### src/hw/rtl/integer_power_by_squaring_macros.svh
// Assertion helpers, clocked on clk_i and held off during reset.
`ifndef INTEGER_POWER_BY_SQUARING_MACROS_SVH
`define INTEGER_POWER_BY_SQUARING_MACROS_SVH

// Same-cycle implication.
`define IPS_ASSERT_NOW(lbl, pre, post, msg) \
  lbl: assert property (@(posedge clk_i) disable iff (!rst_ni) (pre) |-> (post)) \
    else $error(msg);

// Next-cycle implication.
`define IPS_ASSERT_NEXT(lbl, pre, post, msg) \
  lbl: assert property (@(posedge clk_i) disable iff (!rst_ni) (pre) |=> (post)) \
    else $error(msg);

`endif

### src/hw/rtl/ips_pkg.sv
package ips_pkg;

  // Working width of the square-and-multiply arithmetic.
  localparam int unsigned WIDTH = 32;
  localparam int unsigned FIELD_W = 32;
  // Magnitude bits of a non-negative exponent.
  localparam int unsigned EXP_W = FIELD_W - 1;

  typedef enum logic [1:0] {
    S_IDLE,
    S_ACC,
    S_SQR,
    S_DONE
  } state_e;

  typedef struct packed {
    logic load;      // take a new item into the work registers
    logic mul_acc;   // acc <= acc * sq
    logic mul_sq;    // sq <= sq * sq, exponent shifts right
    logic out_load;  // move acc into the output register
  } cmd_t;

  typedef struct packed {
    logic exp_zero;  // no set exponent bits left
    logic exp_lsb;   // current exponent bit
    logic out_busy;  // output register holds an item not taken this cycle
  } sts_t;

endpackage

### src/hw/rtl/integer_power_by_squaring.sv
// Sequence: load in idle; per exponent bit, low first, a set bit multiplies acc by sq and
// then squares sq, a clear bit only squares sq; done when no set bits are left.
// Throughput: one item at a time; the next item is taken in the cycle after the result
// moves to the output register. Set by the one shared 32x32 multiplier.
// Reset: rst_ni asynchronous, active low; returns to idle with no output item pending.
module integer_power_by_squaring (
  input  logic        clk_i,
  input  logic        rst_ni,
  input  logic        s_tvalid_i,
  output logic        s_tready_o,
  input  logic [63:0] s_tdata_i,   // [31:0] base, [63:32] exponent
  output logic        m_tvalid_o,
  input  logic        m_tready_i,
  output logic [31:0] m_tdata_o    // [31:0] result
);

  ips_pkg::cmd_t cmd;
  ips_pkg::sts_t sts;
  logic signed [ips_pkg::FIELD_W-1:0] result;

  ips_ctrl u_ctrl (
    .clk_i      (clk_i),
    .rst_ni     (rst_ni),
    .s_tvalid_i (s_tvalid_i),
    .s_tready_o (s_tready_o),
    .sts_i      (sts),
    .cmd_o      (cmd)
  );

  ips_dpath u_dpath (
    .clk_i      (clk_i),
    .rst_ni     (rst_ni),
    .base_i     (s_tdata_i[31:0]),
    .exponent_i (s_tdata_i[63:32]),
    .cmd_i      (cmd),
    .sts_o      (sts),
    .m_tvalid_o (m_tvalid_o),
    .m_tready_i (m_tready_i),
    .result_o   (result)
  );

  assign m_tdata_o = result;

endmodule

### src/hw/rtl/ips_ctrl.sv
`include "integer_power_by_squaring_macros.svh"

module ips_ctrl (
  input  logic          clk_i,
  input  logic          rst_ni,
  input  logic          s_tvalid_i,
  output logic          s_tready_o,
  input  ips_pkg::sts_t sts_i,
  output ips_pkg::cmd_t cmd_o
);

  ips_pkg::state_e state_q, state_d;

  always_ff @(posedge clk_i or negedge rst_ni) begin
    if (!rst_ni) begin
      state_q <= ips_pkg::S_IDLE;
    end else begin
      state_q <= state_d;
    end
  end

  always_comb begin
    state_d    = state_q;
    cmd_o      = '0;
    s_tready_o = 1'b0;
    case (state_q)
      ips_pkg::S_IDLE: begin
        s_tready_o = 1'b1;
        if (s_tvalid_i) begin
          cmd_o.load = 1'b1;
          state_d    = ips_pkg::S_ACC;
        end
      end
      ips_pkg::S_ACC: begin
        // stop as soon as the remaining exponent is empty
        if (sts_i.exp_zero) begin
          state_d = ips_pkg::S_DONE;
        end else if (sts_i.exp_lsb) begin
          cmd_o.mul_acc = 1'b1;
          state_d       = ips_pkg::S_SQR;
        end else begin
          cmd_o.mul_sq = 1'b1;
        end
      end
      ips_pkg::S_SQR: begin
        cmd_o.mul_sq = 1'b1;
        state_d      = ips_pkg::S_ACC;
      end
      ips_pkg::S_DONE: begin
        if (!sts_i.out_busy) begin
          cmd_o.out_load = 1'b1;
          state_d        = ips_pkg::S_IDLE;
        end
      end
      default: begin
        state_d = ips_pkg::S_IDLE;
      end
    endcase
  end

  `IPS_ASSERT_NEXT(a_acc_then_sq, cmd_o.mul_acc, cmd_o.mul_sq, "multiply not followed by square")
  `IPS_ASSERT_NOW(a_acc_on_set_bit, cmd_o.mul_acc, sts_i.exp_lsb && !sts_i.exp_zero,
                  "multiply on a clear exponent bit")

endmodule

### src/hw/rtl/ips_dpath.sv
`include "integer_power_by_squaring_macros.svh"

module ips_dpath (
  input  logic                         clk_i,
  input  logic                         rst_ni,
  input  logic signed [ips_pkg::FIELD_W-1:0] base_i,
  input  logic signed [ips_pkg::FIELD_W-1:0] exponent_i,
  input  ips_pkg::cmd_t                cmd_i,
  output ips_pkg::sts_t                sts_o,
  output logic                         m_tvalid_o,
  input  logic                         m_tready_i,
  output logic signed [ips_pkg::FIELD_W-1:0] result_o
);

  logic [ips_pkg::WIDTH-1:0] sq_q, sq_d;
  logic [ips_pkg::WIDTH-1:0] acc_q, acc_d;
  logic [ips_pkg::EXP_W-1:0] exp_q, exp_d;
  logic [ips_pkg::WIDTH-1:0] mul_a, mul_b, prod;
  logic signed [ips_pkg::FIELD_W-1:0] result_q, result_d;
  logic valid_q, valid_d;

  // single shared multiplier, low half kept (wraps mod 2^WIDTH)
  always_comb begin
    mul_a = cmd_i.mul_acc ? acc_q : sq_q;
    mul_b = sq_q;
    prod  = mul_a * mul_b;
  end

  always_comb begin
    sq_d  = sq_q;
    acc_d = acc_q;
    exp_d = exp_q;
    if (cmd_i.load) begin
      sq_d = ips_pkg::WIDTH'(base_i);
      if (exponent_i[ips_pkg::FIELD_W-1]) begin
        // negative exponent gives zero
        acc_d = '0;
        exp_d = '0;
      end else begin
        acc_d = ips_pkg::WIDTH'(1);
        exp_d = exponent_i[ips_pkg::EXP_W-1:0];
      end
    end else if (cmd_i.mul_acc) begin
      acc_d = prod;
    end else if (cmd_i.mul_sq) begin
      sq_d  = prod;
      exp_d = exp_q >> 1;
    end
  end

  always_ff @(posedge clk_i) begin
    sq_q     <= sq_d;
    acc_q    <= acc_d;
    exp_q    <= exp_d;
    result_q <= result_d;
  end

  always_comb begin
    result_d = result_q;
    valid_d  = valid_q;
    if (valid_q && m_tready_i) begin
      valid_d = 1'b0;
    end
    if (cmd_i.out_load) begin
      result_d = ips_pkg::FIELD_W'(signed'(acc_q));
      valid_d  = 1'b1;
    end
  end

  always_ff @(posedge clk_i or negedge rst_ni) begin
    if (!rst_ni) begin
      valid_q <= 1'b0;
    end else begin
      valid_q <= valid_d;
    end
  end

  assign sts_o.exp_zero = (exp_q == '0);
  assign sts_o.exp_lsb  = exp_q[0];
  assign sts_o.out_busy = valid_q && !m_tready_i;

  assign m_tvalid_o = valid_q;
  assign result_o   = result_q;

  `IPS_ASSERT_NEXT(a_neg_exp_zero, cmd_i.load && exponent_i[ips_pkg::FIELD_W-1],
                   acc_q == '0 && exp_q == '0, "negative exponent not cleared")
  `IPS_ASSERT_NOW(a_no_overwrite, cmd_i.out_load, !valid_q || m_tready_i,
                  "output item overwritten before taken")
  `IPS_ASSERT_NOW(a_one_op, cmd_i.mul_acc || cmd_i.mul_sq, !cmd_i.load && !cmd_i.out_load,
                  "multiplier used during load or unload")

endmodule

### config.mk
export PLATFORM = sky130hd
export DESIGN_NAME = integer_power_by_squaring
export DESIGN_NICKNAME = d
export VERILOG_FILES = /design/src/hw/rtl/ips_pkg.sv /design/src/hw/rtl/integer_power_by_squaring.sv /design/src/hw/rtl/ips_ctrl.sv /design/src/hw/rtl/ips_dpath.sv
export VERILOG_INCLUDE_DIRS = /design/src /design/src/hw/rtl
export SDC_FILE = /design/constraint.sdc
export NUM_CORES = 1
export LEC_CHECK = 0
export ABC_AREA = 1
export BUFFER_PORTS_ARGS = -buffer_cell sky130_fd_sc_hd__buf_4
export CAP_MARGIN = 20
export CORE_AREA = 2 2 185 187
export DETAILED_ROUTE_END_ITERATION = 16
export DIE_AREA = 0 0 187 189
export PLACE_DENSITY = 0.83
export SYNTH_ARGS = -nofsm -noshare
export SYNTH_HDL_FRONTEND = slang
export SYNTH_SLANG_ARGS = --single-unit
export TNS_END_PERCENT = 30
### constraint.sdc
create_clock -name clk_i -period 8.3 [get_ports clk_i]
set_input_delay 2.075 -clock clk_i [delete_from_list [all_inputs] [get_ports clk_i]]
set_output_delay 2.075 -clock clk_i [all_outputs]
set_load 0.02 [all_outputs]
=== Word level (Yosys, flattened, before mapping) ===
Cells that the tools add are included.

* Register bits after elaboration: 130
* Input bits: 68
* Word-level logic and storage cells: 52
* Output and inout bits: 34

* Reductions and logical operators: 10
* Multiplexer cells: 28
* Equal/unequal tests: 7
* $mul: 1

{| class="wikitable"
|+ Operator list
! cell !! number
|-
| $mux 32 || 6
|-
| $mux 31 || 4
|-
| $mul 32x32->32 || 1
|-
| $logic_not 31->1 || 1
|-
| $mux 1 || 11
|-
| $mux 2 || 5
|-
| $pmux 2 s4 || 1
|-
| $ne 2x2->1 const B || 3
|-
| $reduce_bool 2->1 || 3
|-
| $eq 2x2->1 const B || 2
|-
| $ne 3x2->1 const B || 1
|-
| $reduce_and 3->1 || 1
|-
| $eq 2x1->1 const B || 1
|-
| $logic_and 1x1->1 || 2
|-
| $logic_not 2->1 || 1
|-
| $pmux 1 s2 || 1
|-
| $reduce_and 2->1 || 1
|-
| $logic_not 1->1 || 1
|}

=== Logic depth before layout (Yosys ltp) ===
* Depth in word-level cells: 8
* Gate-level depth with buffers: 40
* Depth with buffers taken out: 38

=== Modules after synthesis ===
A second synthesis with hierarchy kept.

* Cell total of the unflattened synthesis: 2523
* Area total of the unflattened synthesis: 21247.9 sq um

{| class="wikitable"
|+ Modules (own cells, without submodules)
! module !! area an instance (sq um) !! sequential area each (sq um) !! cells each !! instances
|-
| ips_dpath || 21040.2 || 3838.7 || 2494 || 1
|-
| ips_ctrl || 207.7 || 50.0 || 29 || 1
|}

=== Worst setup path before layout ===
Ideal clock, no wire load.

* Kind: reg-to-reg
* Start: register u_ctrl.state_q[1]
* End: register u_dpath.sq_q (netlist bit u_dpath.mul_b[26]), data pin
* Setup time: 0.261 ns
* Data required time: 8.039 ns
* Buffers on the path: 2
* Cell stages (with the launch flop): 32
* Setup slack: 1.008 ns
* Clock period less this slack: 7.292 ns
* Data arrival time: 7.030 ns
* Path through: dfrtp_1 > inv_1 > ha_1 > nand2_4 > buf_2 > nor2_1 > a21oi_4 > inv_1 > clkbuf_1 > nor2_1 > fa_1 > fa_1 > fa_1 > inv_1 > fa_1 > inv_1 > fa_1 > inv_1 > fa_1 > inv_1 > fa_1 > fa_1 > ha_1 > nand4_1 > nor3_1 > nand4_1 > nand3_1 > a21o_1 > a31o_2 > nand2_1 > nand2_1 > o21ai_0

* Cells in the longest elaborated chain, start to end: 7
* Elaborated cells between the ends (all ways): 9
* Classes of those cells: mul: 1; eq/ne: 1; mux: 6; reduce/logical: 1

{| class="wikitable"
|+ Ends and longest elaborated chain
! what !! RTL line !! text
|-
| from (decl) || ips_ctrl.sv:12 || <nowiki>ips_pkg::state_e state_q, state_d;</nowiki>
|-
| from (signal assigned) || ips_ctrl.sv:16 || <nowiki>state_q <= ips_pkg::S_IDLE;</nowiki>
|-
| from (signal assigned) || ips_ctrl.sv:18 || <nowiki>state_q <= state_d;</nowiki>
|-
| $eq 2x1->1 || ips_ctrl.sv:26 || <nowiki>case (state_q)</nowiki>
|-
| $mux 1 || ips_ctrl.sv:26 ||
|-
| $mux 32 || ips_dpath.sv:24 || <nowiki>mul_a = cmd_i.mul_acc ? acc_q : sq_q;</nowiki>
|-
| $mul 32x32->32 || ips_dpath.sv:26 || <nowiki>prod = mul_a * mul_b;</nowiki>
|-
| $mux 32 || ips_dpath.sv:45 || <nowiki>end else if (cmd_i.mul_sq) begin</nowiki>
|-
| $mux 32 || ips_dpath.sv:43 || <nowiki>end else if (cmd_i.mul_acc) begin</nowiki>
|-
| $mux 32 (*) || ips_dpath.sv:33 || <nowiki>if (cmd_i.load) begin</nowiki>
|-
| via u_dpath.sq_d, one bit || ips_dpath.sv:15 || <nowiki>logic [ips_pkg::WIDTH-1:0] sq_q, sq_d;</nowiki>
|-
| to (signal assigned) || ips_dpath.sv:52 || <nowiki>sq_q <= sq_d;</nowiki>
|-
| to (decl) || ips_dpath.sv:15 ||
|}

The timed path passes the listed nets; every way through them passes the cells marked *. The select of a mux whose other input is x is not followed.
A chain may end at the register's enable or synchronous reset.

=== Worst setup path after layout ===
Same ends and word-level chain as after synthesis.

==> run_results.csv <==
group,metric,value,unit
floorplan,std_cell_rows,67,
worst_setup_path,worstReg2RegStart,"u_ctrl.state_q[1]",
synthesis,netlist.area_leader.share,38.2,%
worst_setup_path,cp_max_fo,13,
synthesis,synthTopCellsByCount,"576 x inv_1, 554 x nand2_1, 408 x fa_1",
synthesis,ys_seq_area_share,18.2,%
synthesis,async_reset_ff_share,2.31,%
worst_setup_path,rrSetupSlack,0.15,ns
route,wl_per_cell,23.8,µm
clock_tree,clockRootBuffer,"clkbuf_16",
layout,fin_nets,3307,
synthesis,syn-instance-count,2558,
layout,final_util,71.7,%
run_status,status,"completed",
global_route,grt_start_max_net_pins,52,
synthesis,synth_area_leader_cell,"fa_1",
clock_tree,cts_made_buffers,17,
layout,areaGrowthSynthToFinish,11.8,%
worst_setup_path,crit_top_cell,"fa_1",
run,maxCapViolCount,0,
sta,period_share,98.2,%
sta,max_freq,123,MHz
synthesis,synth_area_leaders,"fa_1 38%, edfxtp_1 18%, inv_1 10%",
synthesis,synth_area_per_cell,8.35,µm²
floorplan,boundaryPins,102,
route,vias,18500,
worst_setup_path,cpPeakStageDelay,0.57,ns
synthesis,yosysWarningCount,0,
place,dp_hpwl,61200,µm
clock_tree,cts_sinks,130,
clock_tree,cts_max_path_buffers,2,
floorplan,die_w,187,µm
layout,antennaDiodeCount,0,
synthesis,ys_types,41,
clock_tree,path_clk_slew,0.06,ns
synthesis,synth_edf_count,127,
clock_tree,clock_latency,0.43,ns
global_route,track_usage,44.2,%
worst_setup_path,crit_buf_inv,6,
floorplan,start_util,64.2,%
route,dr.pass1.iters,6,
sta,finalSetupViolCount,0,
route,ant_nets,0,
floorplan,core,0.0333,mm²
worst_setup_path,endpoint,"u_dpath.mul_b[26]",
worst_setup_path,endpoint_kind,"register",
sta,min_period,8.15,ns
route,drc,0,
synthesis,synth.most_common_cell,"inv_1",
route,via_per_inst,5.84,
sta,final-max-slew-violation-count,0,
worst_setup_path,worstSetupPathType,"reg -> reg",
floorplan,die_height,189,µm
worst_setup_path,critPathLaunchType,"register",
worst_setup_path,crit_cells,27,
global_route,grt_pass1_vias,19600,
synthesis,netlist_area,0.0214,mm²
clock_tree,hold_buffers,0,
worst_setup_path,cp.arrival,8.32,ns
synthesis,yosys_most_used_dff,"edfxtp_1",
global_route,grt_pass1_wl,114000,µm
layout,drive_above_1_share,10.3,%
synthesis,ys_ff_latch,130,
sta,hold_viol,0,
sta,tightestPinTransition,1.07,ns
place,place.gp.congestion,1.01,
route,routed_wl,75400,µm
clock_tree,cts_tree,"done",
synthesis,syn_nets,3161,
global_route,grt_overflow_total,0,
worst_setup_path,r2r_cells,27,
worst_setup_path,crit_required,8.47,ns
hold_path,hold_class,"reg -> reg",
worst_setup_path,critPathSlowestCell,"fa_1",
worst_setup_path,timing.rr.end,"u_dpath.mul_b[26]",
floorplan,die_area,0.0353,mm²
worst_setup_path,cp-startpoint,"u_ctrl.state_q[1]",
sta,relSlewSlack,28.4,%
worst_setup_path,cp_top_family,"adder cells",
hold_path,hold_start,"u_dpath.acc_q[0]",
place,port_buffers,101,
sta,skew,0.00913,ns
sta,final.setup.tns,0,ns
clock_tree,htreeDepth,4,
global_route,antenna_found_initial,1,
route,drt_iter0_drc,2256,
[cell type report]
type / instances / area (µm²)
Fill cell: 2558 / 9400
Clock inverter: 15 / 180
Tap cell: 448 / 561
Multi-Input combinational cell: 1756 / 15000
Inverter: 591 / 2240
Timing Repair Buffer: 208 / 1610
Sequential cell: 130 / 3890
Clock buffer: 17 / 425
[metrics by stage]
| step | instances | hold slack [ns] | instance area, µm² | setup slack, ns |
|---|---|---|---|---|
| global route | 3165 | 0.464 | 23900 | -0.0419 |
| detailed placement | 3128 | 0.438 | 23100 | 0.111 |
| finish | 3165 | 0.459 | 23900 | 0.147 |
| CTS | 3160 | 0.459 | 23800 | 0.0460 |
| global placement | 3128 | 0.436 | 23100 | 0.116 |
| floorplan | 2558 | 0.418 | 21400 | 1.01 |
[worst min path at each step]
| stage | to | slack [ns] | cells after the start |
|---|---|---|---|
| floorplan | u_dpath.result_o[0] | 0.42 | 0 |
| detailed placement | u_dpath.result_o[7] | 0.44 | 0 |
| global placement | u_dpath.result_o[0] | 0.44 | 0 |
| finish | u_dpath.result_o[0] | 0.46 | 0 |
| CTS | u_dpath.result_o[0] | 0.46 | 0 |
| global route | u_dpath.result_o[0] | 0.46 | 0 |
[placed cells by master (no fill, tap or decap), drive strengths merged, types with 3 or more instances in the layout]
cell / instances
inv: 581
nand2: 559
fa: 408
nor2: 381
buf: 208
edfxtp: 127
ha: 127
o21ai: 96
nand3: 79
a21oi: 43
clkbuf: 17
clkinv: 16
nand3b: 10
nor4: 9
nand4: 9
clkinvlp: 6
xnor2: 6
nor3: 6
a21o: 4
xor2: 4
o211ai: 3
bufinv: 3
dfrtp: 3
or2: 3
[sequential cells by signal (all words and copies together) (netlist names)]
name and count:
u_ctrl.state_q 2, u_dpath.exp_q 31, u_dpath.acc_q 32, u_dpath.m_tvalid_o 1, u_dpath.result_o 32, u_dpath.mul_b 32
[metal layers]
layer	vias up	wire length [µm]	track usage (%)
met4	2	4850	24.2
met1	9041	27200	55.9
met3	270	9250	11.1
met5	-	11	0
li1	7876	-	-
met2	1303	34100	70.5
[kinds of logic after synthesis]
group,count (synthesis),synth area share (%)
buffers and inverters,672,12.0
AO/OA/AOI/OAI,155,4.13
adder cells (fa/ha/maj),535,45.7
flip-flops,130,18.2
AND/OR/NAND/NOR,1056,19.6
XOR/XNOR,10,0.410
[worst register-to-register path: cells and delay by family (launching register included)]
kind                     cells  cell delay, ns
buffers and inverters        6            0.58
AO/OA/AOI/OAI                6            1.34
AND/OR/NAND/NOR              5            0.93
flip-flops                   1            0.40
adder cells (fa/ha/maj)     10            4.65
[repair_timing]
action / CTS / global route
gates resized for setup: 0 / 19
setup endpoints to repair: 0 / 20
buffers inserted: 0 / 4
Power is not shown: default switching activity piles up to over one toggle a cycle in this logic, so the estimate is an artifact.
